**src/hdl/assert_macros.svh**
```systemverilog
// Assertion macros shared by the RTL of the tilt filter.
// No dependencies; included by files that carry concurrent assertions.
`ifndef ASSERT_MACROS_SVH
`define ASSERT_MACROS_SVH

// Same-cycle implication, disabled while reset is asserted.
`define ASSERT_IMPL(label, clk, rst_n, ante, cons) \
  label: assert property (@(posedge clk) disable iff (!rst_n) (ante) |-> (cons)) \
    else $error("same-cycle implication violated");

// Next-cycle implication, disabled while reset is asserted.
`define ASSERT_NEXT(label, clk, rst_n, ante, cons) \
  label: assert property (@(posedge clk) disable iff (!rst_n) (ante) |=> (cons)) \
    else $error("next-cycle implication violated");

`endif

```
**src/hdl/tcf_pkg.sv**
```systemverilog
// Types, widths and constants of the tilt complementary filter.
// No dependencies; imported by the controller, the datapath and the top level.
`default_nettype none

package tcf_pkg;

  // Register indexes of the configuration port.
  localparam logic REG_GYRO_GAIN   = 1'b0;
  localparam logic REG_BLEND_ALPHA = 1'b1;

  // Datapath widths.
  localparam int XW   = 30;  // CORDIC x/y (sample << 16 with gain growth)
  localparam int AW   = 25;  // CORDIC angle accumulator, Q16.16 degrees
  localparam int IDXW = 5;   // CORDIC step index
  localparam int GW   = 42;  // angle plus gyro rate
  localparam int MA   = 18;  // multiplier operand a (signed)
  localparam int MB   = 33;  // multiplier operand b (signed)
  localparam int PW   = MA + MB;
  localparam int SW   = 60;  // blend accumulator

  localparam int ATAN_LEN = 24;

  localparam logic [16:0] ALPHA_ONE   = 17'd65536;
  localparam logic [16:0] ALPHA_RESET = 17'd64225;
  localparam logic [31:0] GAIN_RESET  = 32'd1468;

  // atan(2^-i) in degrees, Q16.16, rounded to nearest.
  localparam logic [21:0] ATAN_DEG_Q16 [ATAN_LEN] = '{
    22'd2949120, 22'd1740967, 22'd919879, 22'd466945, 22'd234379, 22'd117304,
    22'd58666,   22'd29335,   22'd14668,  22'd7334,   22'd3667,   22'd1833,
    22'd917,     22'd458,     22'd229,    22'd115,    22'd57,     22'd29,
    22'd14,      22'd7,       22'd4,      22'd2,      22'd1,      22'd0
  };

  typedef enum logic [3:0] {
    ST_IDLE,
    ST_CORDIC,
    ST_TILT,
    ST_RATE,
    ST_GPATH,
    ST_MLO,
    ST_MHI,
    ST_MAP,
    ST_SUM,
    ST_SAT,
    ST_DONE
  } state_t;

  typedef enum logic [1:0] {
    MUL_RATE,
    MUL_GLO,
    MUL_GHI,
    MUL_APATH
  } mul_sel_t;

  typedef enum logic [1:0] {
    SUM_HOLD,
    SUM_INIT,
    SUM_ADD_HI,
    SUM_ADD
  } sum_op_t;

  typedef struct packed {
    logic            load;
    logic            step_en;
    logic [IDXW-1:0] step_idx;
    logic            offset_load;
    logic            mul_en;
    mul_sel_t        mul_sel;
    logic            gpath_load;
    sum_op_t         sum_op;
    logic            angle_load;
    logic            out_load;
  } tcf_cmd_t;

  typedef struct packed {
    logic op_update;
    logic out_free;
  } tcf_status_t;

endpackage

`default_nettype wire

```
**src/hdl/tcf_ctrl.sv**
```systemverilog
// Sequencer of the tilt filter: walks the CORDIC steps and the blend schedule.
// Depends on tcf_pkg.
`default_nettype none

module tcf_ctrl #(
  parameter int CORDIC_STEPS = 16
) (
  input  wire logic                clk,
  input  wire logic                rst_n,
  input  wire logic                in_valid,
  output logic                     in_ready,
  input  wire tcf_pkg::tcf_status_t status,
  output tcf_pkg::tcf_cmd_t        cmd
);
  import tcf_pkg::*;

  localparam int STEPS_EFF = (CORDIC_STEPS > ATAN_LEN) ? ATAN_LEN : CORDIC_STEPS;
  localparam logic [IDXW-1:0] LAST_STEP = IDXW'(STEPS_EFF - 1);

  state_t          state_r, state_nxt;
  logic [IDXW-1:0] cnt_r, cnt_nxt;

  always_ff @(posedge clk) begin
    if (!rst_n) begin
      state_r <= ST_IDLE;
      cnt_r   <= '0;
    end else begin
      state_r <= state_nxt;
      cnt_r   <= cnt_nxt;
    end
  end

  always_comb begin
    state_nxt        = state_r;
    cnt_nxt          = cnt_r;
    in_ready         = 1'b0;
    cmd              = '0;
    cmd.mul_sel      = MUL_RATE;
    cmd.sum_op       = SUM_HOLD;
    cmd.step_idx     = cnt_r;
    unique case (state_r)
      ST_IDLE: begin
        in_ready = 1'b1;
        if (in_valid) begin
          cmd.load  = 1'b1;
          cnt_nxt   = '0;
          state_nxt = ST_CORDIC;
        end
      end
      ST_CORDIC: begin
        cmd.step_en = 1'b1;
        if (cnt_r == LAST_STEP) begin
          state_nxt = ST_TILT;
        end else begin
          cnt_nxt = cnt_r + 1'b1;
        end
      end
      ST_TILT: begin
        if (status.op_update) begin
          state_nxt = ST_RATE;
        end else begin
          cmd.offset_load = 1'b1;
          state_nxt       = ST_DONE;
        end
      end
      ST_RATE: begin
        cmd.mul_en  = 1'b1;
        cmd.mul_sel = MUL_RATE;
        state_nxt   = ST_GPATH;
      end
      ST_GPATH: begin
        cmd.gpath_load = 1'b1;
        state_nxt      = ST_MLO;
      end
      ST_MLO: begin
        cmd.mul_en  = 1'b1;
        cmd.mul_sel = MUL_GLO;
        state_nxt   = ST_MHI;
      end
      ST_MHI: begin
        cmd.mul_en  = 1'b1;
        cmd.mul_sel = MUL_GHI;
        cmd.sum_op  = SUM_INIT;
        state_nxt   = ST_MAP;
      end
      ST_MAP: begin
        cmd.mul_en  = 1'b1;
        cmd.mul_sel = MUL_APATH;
        cmd.sum_op  = SUM_ADD_HI;
        state_nxt   = ST_SUM;
      end
      ST_SUM: begin
        cmd.sum_op = SUM_ADD;
        state_nxt  = ST_SAT;
      end
      ST_SAT: begin
        cmd.angle_load = 1'b1;
        state_nxt      = ST_DONE;
      end
      ST_DONE: begin
        if (status.out_free) begin
          cmd.out_load = 1'b1;
          state_nxt    = ST_IDLE;
        end
      end
      default: begin
        state_nxt = ST_IDLE;
      end
    endcase
  end

endmodule

`default_nettype wire

```
**src/hdl/tcf_dp.sv**
```systemverilog
// Datapath of the tilt filter: CORDIC vectoring unit, shared multiplier,
// blend accumulator, filter state, configuration and output registers. Uses tcf_pkg.
`default_nettype none

module tcf_dp (
  input  wire logic                clk,
  input  wire logic                rst_n,
  input  wire tcf_pkg::tcf_cmd_t   cmd,
  output tcf_pkg::tcf_status_t     status,
  input  wire logic                in_operation,
  input  wire logic signed [15:0]  in_accel_y_word,
  input  wire logic signed [15:0]  in_accel_z_word,
  input  wire logic signed [15:0]  in_gyro_y_word,
  input  wire logic                cfg_we,
  input  wire logic                cfg_index,
  input  wire logic [31:0]         cfg_wdata,
  input  wire logic                out_ready,
  output logic                     out_valid,
  output logic signed [31:0]       out_tilt_angle
);
  import tcf_pkg::*;

  // Configuration.
  logic [31:0] gain_r;
  logic [16:0] alpha_r, beta_r;
  logic [16:0] alpha_wr;

  // Item registers.
  logic               op_r;
  logic signed [15:0] gyro_r;
  logic               zero_r;
  logic signed [XW-1:0] x_r, y_r;
  logic signed [AW-1:0] acc_r;

  // Filter state.
  logic signed [31:0]   angle_r;
  logic signed [AW-1:0] offset_r;

  // Blend datapath.
  logic signed [PW-1:0]   prod_r;
  logic signed [GW-1:0]   gpath_r;
  logic signed [AW:0]     apath_r;
  logic signed [SW-1:0]   sum_r;

  logic               out_valid_r;
  logic signed [31:0] out_data_r;

  // Load-time values.
  logic signed [11:0]   ys, zs;
  logic signed [XW-1:0] xz, yy;
  logic signed [XW-1:0] x_ld, y_ld;
  logic signed [AW-1:0] acc_ld;

  // CORDIC step.
  logic signed [XW-1:0] xs, yv;
  logic signed [AW-1:0] atan_v;

  logic signed [AW-1:0] tilt;
  logic signed [MA-1:0] ma;
  logic signed [MB-1:0] mb;
  logic signed [PW-1:0] prod_nxt;
  logic signed [SW-1:0] prod_ext, rate_w, gsum_w;
  logic signed [SW-17:0] blend_w;
  logic signed [31:0]    sat_w;

  // Configuration writes; alpha is clamped to one when written.
  assign alpha_wr = (cfg_wdata[16:0] > ALPHA_ONE) ? ALPHA_ONE : cfg_wdata[16:0];

  always_ff @(posedge clk) begin
    if (!rst_n) begin
      gain_r  <= GAIN_RESET;
      alpha_r <= ALPHA_RESET;
      beta_r  <= ALPHA_ONE - ALPHA_RESET;
    end else if (cfg_we) begin
      unique case (cfg_index)
        REG_GYRO_GAIN: begin
          gain_r <= cfg_wdata;
        end
        REG_BLEND_ALPHA: begin
          alpha_r <= alpha_wr;
          beta_r  <= ALPHA_ONE - alpha_wr;
        end
        default: begin
        end
      endcase
    end
  end

  // Sample scaling and pre-rotation into the right half plane.
  assign ys = in_accel_y_word[15:4];
  assign zs = in_accel_z_word[15:4];
  assign xz = {{(XW-28){zs[11]}}, zs, 16'h0000};
  assign yy = {{(XW-28){ys[11]}}, ys, 16'h0000};

  always_comb begin
    x_ld   = xz;
    y_ld   = yy;
    acc_ld = '0;
    if (zs[11]) begin
      if (!ys[11]) begin
        x_ld   = yy;
        y_ld   = -xz;
        acc_ld = AW'(90 * 65536);
      end else begin
        x_ld   = -yy;
        y_ld   = xz;
        acc_ld = -AW'(90 * 65536);
      end
    end
  end

  assign xs     = x_r >>> cmd.step_idx;
  assign yv     = y_r >>> cmd.step_idx;
  assign atan_v = AW'(ATAN_DEG_Q16[cmd.step_idx]);

  always_ff @(posedge clk) begin
    if (cmd.load) begin
      op_r   <= in_operation;
      gyro_r <= in_gyro_y_word;
      zero_r <= (ys == '0) && (zs == '0);
      x_r    <= x_ld;
      y_r    <= y_ld;
      acc_r  <= acc_ld;
    end else if (cmd.step_en) begin
      if (!y_r[XW-1]) begin
        x_r   <= x_r + yv;
        y_r   <= y_r - xs;
        acc_r <= acc_r + atan_v;
      end else begin
        x_r   <= x_r - yv;
        y_r   <= y_r + xs;
        acc_r <= acc_r - atan_v;
      end
    end
  end

  assign tilt = zero_r ? '0 : acc_r;

  // Shared multiplier, one product per cycle.
  always_comb begin
    unique case (cmd.mul_sel)
      MUL_RATE: begin
        ma = {{(MA-16){gyro_r[15]}}, gyro_r};
        mb = {1'b0, gain_r};
      end
      MUL_GLO: begin
        ma = {1'b0, alpha_r};
        mb = {{(MB-21){1'b0}}, gpath_r[20:0]};
      end
      MUL_GHI: begin
        ma = {1'b0, alpha_r};
        mb = {{(MB-(GW-21)){gpath_r[GW-1]}}, gpath_r[GW-1:21]};
      end
      MUL_APATH: begin
        ma = {1'b0, beta_r};
        mb = {{(MB-AW-1){apath_r[AW]}}, apath_r};
      end
      default: begin
        ma = '0;
        mb = '0;
      end
    endcase
  end

  assign prod_nxt = ma * mb;
  assign prod_ext = SW'(prod_r);
  assign rate_w   = (prod_ext + SW'(128)) >>> 8;
  assign gsum_w   = rate_w + SW'(angle_r);

  always_ff @(posedge clk) begin
    if (cmd.mul_en) begin
      prod_r <= prod_nxt;
    end
    if (cmd.gpath_load) begin
      gpath_r <= GW'(gsum_w);
      apath_r <= (AW+1)'(tilt) - (AW+1)'(offset_r);
    end
    unique case (cmd.sum_op)
      SUM_HOLD:   sum_r <= sum_r;
      SUM_INIT:   sum_r <= prod_ext + SW'(32768);
      SUM_ADD_HI: sum_r <= sum_r + (prod_ext <<< 21);
      SUM_ADD:    sum_r <= sum_r + prod_ext;
      default:    sum_r <= sum_r;
    endcase
  end

  // Round-down shift by 16 and saturation to 32 bits.
  assign blend_w = sum_r[SW-1:16];

  always_comb begin
    if ((blend_w[SW-17:31] == '0) || (blend_w[SW-17:31] == '1)) begin
      sat_w = blend_w[31:0];
    end else if (blend_w[SW-17]) begin
      sat_w = 32'sh8000_0000;
    end else begin
      sat_w = 32'sh7FFF_FFFF;
    end
  end

  always_ff @(posedge clk) begin
    if (!rst_n) begin
      angle_r  <= '0;
      offset_r <= '0;
    end else begin
      if (cmd.angle_load) begin
        angle_r <= sat_w;
      end
      if (cmd.offset_load) begin
        offset_r <= tilt;
      end
    end
  end

  // Output register.
  always_ff @(posedge clk) begin
    if (!rst_n) begin
      out_valid_r <= 1'b0;
    end else if (cmd.out_load) begin
      out_valid_r <= 1'b1;
    end else if (out_ready) begin
      out_valid_r <= 1'b0;
    end
    if (cmd.out_load) begin
      out_data_r <= angle_r;
    end
  end

  assign out_valid      = out_valid_r;
  assign out_tilt_angle = out_data_r;

  assign status.op_update = op_r;
  assign status.out_free  = !out_valid_r || out_ready;

endmodule

`default_nettype wire

```
**src/hdl/tilt_complementary_filter.sv**
```systemverilog
// Top level of the tilt complementary filter: sequencer plus datapath.
// Depends on tcf_pkg, tcf_ctrl, tcf_dp and assert_macros.svh.
//
// Usage. Each input transfer carries an operation bit and raw accelerometer
// Y/Z words plus a gyro Y word. Both accelerometer words are taken as 12-bit
// samples, and their tilt atan2(y, z) in degrees is found by a vectoring
// CORDIC that does one iteration per cycle. A calibrate transfer stores that
// tilt as the offset; an update transfer blends the gyro-integrated angle with
// the offset-corrected tilt. Every input transfer yields exactly one output
// transfer carrying the current angle estimate in signed Q16.16 degrees.
// After the CORDIC iterations a calibrate stores the offset and goes to the
// output, while an update first runs the blend, which takes four passes
// through one shared 18x33 multiplier. One item is in work at a time, so the
// next input transfer is taken only once the last result is in the output
// register.
// The result sits in an output register; the next input transfer is taken
// while it waits. If the receiver stalls for longer than an item takes, the
// sequencer holds the next finished result until the output register frees.
// The synchronous reset clears the angle and offset to zero and loads the
// gain and alpha registers with their defaults. Configuration writes take
// effect at once and are expected only while no item is in work.
`default_nettype none
`include "assert_macros.svh"

module tilt_complementary_filter #(
  parameter int CORDIC_STEPS = 16
) (
  input  wire logic               clk,
  input  wire logic               rst_n,
  input  wire logic               in_valid,
  output logic                    in_ready,
  input  wire logic               in_operation,
  input  wire logic signed [15:0] in_accel_y_word,
  input  wire logic signed [15:0] in_accel_z_word,
  input  wire logic signed [15:0] in_gyro_y_word,
  output logic                    out_valid,
  input  wire logic               out_ready,
  output logic signed [31:0]      out_tilt_angle,
  input  wire logic               cfg_we,
  input  wire logic               cfg_index,
  input  wire logic [31:0]        cfg_wdata
);
  import tcf_pkg::*;

  localparam int STEPS_EFF = (CORDIC_STEPS > ATAN_LEN) ? ATAN_LEN : CORDIC_STEPS;

  tcf_cmd_t    cmd;
  tcf_status_t status;

  // The sequencer only issues commands; the filter arithmetic and state live in
  // the datapath.
  tcf_ctrl #(
    .CORDIC_STEPS(CORDIC_STEPS)
  ) u_ctrl (
    .clk     (clk),
    .rst_n   (rst_n),
    .in_valid(in_valid),
    .in_ready(in_ready),
    .status  (status),
    .cmd     (cmd)
  );

  tcf_dp u_dp (
    .clk            (clk),
    .rst_n          (rst_n),
    .cmd            (cmd),
    .status         (status),
    .in_operation   (in_operation),
    .in_accel_y_word(in_accel_y_word),
    .in_accel_z_word(in_accel_z_word),
    .in_gyro_y_word (in_gyro_y_word),
    .cfg_we         (cfg_we),
    .cfg_index      (cfg_index),
    .cfg_wdata      (cfg_wdata),
    .out_ready      (out_ready),
    .out_valid      (out_valid),
    .out_tilt_angle (out_tilt_angle)
  );

  // Only one item is in work: accepting one closes the input side.
  `ASSERT_NEXT(a_single_item, clk, rst_n, in_valid && in_ready, !in_ready)
  // A result is never written over one that has not been taken.
  `ASSERT_IMPL(a_out_no_overwrite, clk, rst_n, cmd.out_load, !out_valid || out_ready)
  // The step index stays inside the arctangent table in use.
  `ASSERT_IMPL(a_step_range, clk, rst_n, cmd.step_en, cmd.step_idx < IDXW'(STEPS_EFF))

endmodule

`default_nettype wire
```
**config.mk**
```make
export PLATFORM = sky130hd
export DESIGN_NAME = tilt_complementary_filter
export DESIGN_NICKNAME = d
export VERILOG_FILES = /design/src/hdl/tcf_pkg.sv /design/src/hdl/tcf_ctrl.sv /design/src/hdl/tcf_dp.sv /design/src/hdl/tilt_complementary_filter.sv
export VERILOG_INCLUDE_DIRS = /design/src /design/src/hdl
export SDC_FILE = /design/constraint.sdc
export NUM_CORES = 2
export LEC_CHECK = 0
export ABC_AREA = 1
export BUFFER_PORTS_ARGS = -buffer_cell sky130_fd_sc_hd__buf_2
export CAP_MARGIN = 20
export CORE_MARGIN = 2
export CORE_UTILIZATION = 55
export DETAILED_ROUTE_END_ITERATION = 16
export HOLD_SLACK_MARGIN = 0.08
export PLACE_DENSITY = 0.79
export SYNTH_ARGS = -nofsm -noshare
export SYNTH_HDL_FRONTEND = slang
export SYNTH_SLANG_ARGS = --single-unit
```
**constraint.sdc**
```tcl
create_clock -name clk -period 7.41 [get_ports clk]
set_input_delay 1.482 -clock clk [delete_from_list [all_inputs] [get_ports clk]]
set_output_delay 1.482 -clock clk [all_outputs]
set_load 0.1 [all_outputs]
```
==> flow_metrics.tcl <==
set metrics [dict create \
    outcome "finished, violations left" \
    violations "negative setup slack" \
    dp_hpwl_um 171300 \
    dp_slack_ns -0.7445 \
    drt_wl_total_um 218000 \
    post-route-drc-count 0 \
    rows 120 \
    synth_top_area_cell "fa_1" \
    hold_slack_ns 0.4559 \
    report.final.slew_viol_count 0 \
    via_count 58800 \
    synth_top_area_share_pct 19.52 \
    wl_met3_um 23040 \
    dr.max_layer_used "met5" \
    syn-cell-area_sq_mm 0.05906 \
    grt_pass1_wl_um 324000 \
    yosys_warnings 0 \
    grt_max_degree 70 \
    start_util_pct 55.33 \
    cpPeakStageDelay_ns 0.53 \
    synth_flop_cell "edfxtp_1" \
    overflow 0 \
    yosysMostFrequentCell "nand2_1" \
    grt_usage_pct 37.87 \
    setup_ws_ns -0.05570 \
    setup_viol 4 \
    cts-root-buf "clkbuf_16" \
    synth_cell_types 73 \
    required_ns 7.91 \
    clk_pin_slew_ns 0.06 \
    syn2layout_area_growth_pct 18.93 \
    synth_edf_count 314 \
    worst-setup-path-type "reg2reg" \
    yosys-top-cells-area "fa_1, edfxtp_1, nand2_1" \
    numCtsBuffers 56 \
    die_h_um 331.7 \
    min_path_type "reg2reg" \
    gp_congestion 1.024 \
    tightest_slew_ns 1.145 \
    startpoint_type "register" \
    drt_iter0_markers 6054 \
    synthCells 8026 \
    drive_gt1_share_pct 16.17 \
    crit_buf_inv 20 \
    ys_ff_latch 446 \
    skew_ns 0.03125 \
    htreeDepth 2 \
    grt_pass1_vias 56480 \
    tritoncts "built" \
    cts_max_path_buffers 3 \
    die_area_sq_mm 0.1100 \
    placeableCoreArea_sq_mm 0.1068 \
    synthesis.nets 9076 \
    io_buffers 112 \
    fp.dieW_um 331.7 \
    ys_seq_area_share_pct 20.44 \
    cp_top_family "adder cells" \
    path_max_fanout 5 \
    cp_slowest_cell "fa_1" \
    cts_num_sinks 446 \
    yosys-top-cells-count "nand2_1, inv_1, nor2_1" \
    async_reset_ff_share_pct 0 \
    diodes 0 \
    drtPass1Iterations 6 \
    ant_nets 0 \
    max_freq_mhz 133.9 \
    cap_violations 0 \
    fin_crit_ns 7.466 \
    wire_per_inst_um 21.74 \
    viasPerCell 5.863 \
    antenna_found_initial 4 \
    synth.avg_cell_area_sq_um 7.359 \
    rsz0062_at_grt "true" \
    io_pins 121 \
    routed-wl-met2_um 97300 \
    hold_buffers 0 \
    cp.arrival_ns 7.97 \
    end_kind "register" \
    finalCritPeriodShare_pct 100.8 \
    nNetsFinal 9628 \
    wl_met1_um 85300 \
    slew_headroom_pct 23.68 \
    clock_latency_ns 0.68 \
    finalHoldViolCount 0 \
]
-- metal layers --
| layer | global-route usage, % | up-vias |
|---|---|---|
| li1 | - | 27040 |
| met1 | 50.30 | 27910 |
| met2 | 59.45 | 3190 |
| met3 | 7.818 | 661 |
| met4 | 17.54 | 2 |
| met5 | 0.7382 | - |
-- final cells by class --
class | instances | area [sq um]
clock inverters | 29 | 305.3
flip-flops and latches | 446 | 12080
clock buffers | 77 | 1644
inverters | 1458 | 5600
repair buffers | 731 | 6410
fillers | 8978 | 36510
multi-input cells | 5885 | 42450
well taps | 1403 | 1755
-- what timing repair did --
item,CTS,global route
resized for setup,192,477
endpoints found under the setup margin,36,35
cloned,0,9
pin swaps,85,240
setup buffers,33,83
-- cell usage in the layout (no fill, tap or decap), types with 41 or more instances in the layout --
| cell | instances |
|---|---|
| a21oi_2 | 43 |
| inv_2 | 86 |
| xnor2_1 | 83 |
| nor2_4 | 41 |
| nor2_2 | 60 |
| nand2_2 | 52 |
| o21ai_1 | 47 |
| nand4_1 | 54 |
| buf_4 | 464 |
| fa_1 | 558 |
| nand2_1 | 1548 |
| edfxtp_1 | 314 |
| a21oi_1 | 546 |
| clkbuf_16 | 67 |
| nand3_1 | 468 |
| inv_1 | 1332 |
| buf_12 | 54 |
| nor2_1 | 720 |
| nor3_1 | 69 |
| dfxtp_1 | 127 |
| o21ai_0 | 437 |
| o211ai_1 | 45 |
| buf_6 | 83 |
| a31oi_1 | 82 |
| buf_2 | 112 |
| xor2_1 | 182 |
| ha_1 | 343 |
-- metrics by stage --
step	utilization (%)	TNS (ns)	cell area [sq um]	cells
2_1_floorplan	-	0	59100	8026
3_3_place_gp	60.43	-13.81	64510	9804
3_5_place_dp	60.43	-15.49	64510	9804
4_1_cts	63.28	-0.008927	67550	9943
5_1_grt	65.80	-4.874	70240	10030
6_report	65.80	-0.1182	70240	10030
-- worst paths after layout --
check	start	endpoint	slack, ns	cells after the start
worst min register to register	u_dp.offset_r[0]	u_dp.offset_r[0]	0.46	2
worst max register to register	u_ctrl.state_r[2]	u_dp.prod_r[26]	-0.06	41
worst min-delay path	u_dp.offset_r[0]	u_dp.offset_r[0]	0.46	2
worst max-delay path	u_ctrl.state_r[2]	u_dp.prod_r[26]	-0.06	41
-- state kept, by name, summed over array words and instances, names as in the netlist, 4 cells and up --
| name | count |
|---|---|
| u_ctrl.state_r | 4 |
| u_dp.beta_r | 17 |
| u_dp.gyro_r | 16 |
| u_dp.alpha_r | 16 |
| u_dp.x_r | 30 |
| u_dp.gain_r | 32 |
| u_dp.offset_r | 25 |
| u_dp.sum_r | 60 |
| u_dp.gpath_r | 42 |
| u_dp.y_r | 30 |
| u_dp.angle_r | 32 |
| u_dp.apath_r | 26 |
| u_dp.out_tilt_angle | 32 |
| u_dp.prod_r | 51 |
| u_ctrl.cnt_r | 5 |
| u_dp.acc_r | 25 |
-- logic make-up (layout without fill, tap and decap cells) --
| group | count (synthesis) | in the layout | share of synthesized area, % |
|---|---|---|---|
| AO/OA/AOI/OAI | 1488 | 1488 | 14.12 |
| XOR/XNOR | 271 | 271 | 4.019 |
| adder cells (fa/ha/maj) | 963 | 963 | 27.72 |
| buffers and inverters | 1695 | 2295 | 11.15 |
| flip-flops | 446 | 446 | 20.44 |
| multiplexers | 7 | 7 | 0.1186 |
| AND/OR/NAND/NOR | 3156 | 3156 | 22.43 |
-- worst register-to-register path, delay by kind of cell (launching register included) --
kind                     cells  cell delay (ns)
adder cells (fa/ha/maj)      8             3.56
flip-flops                   1             0.33
XOR/XNOR                     1             0.16
AND/OR/NAND/NOR              7             0.61
buffers and inverters       20             1.97
AO/OA/AOI/OAI                5             0.68
Power is not shown: default switching activity piles up to over one toggle a cycle in this logic, so the estimate is an artifact.
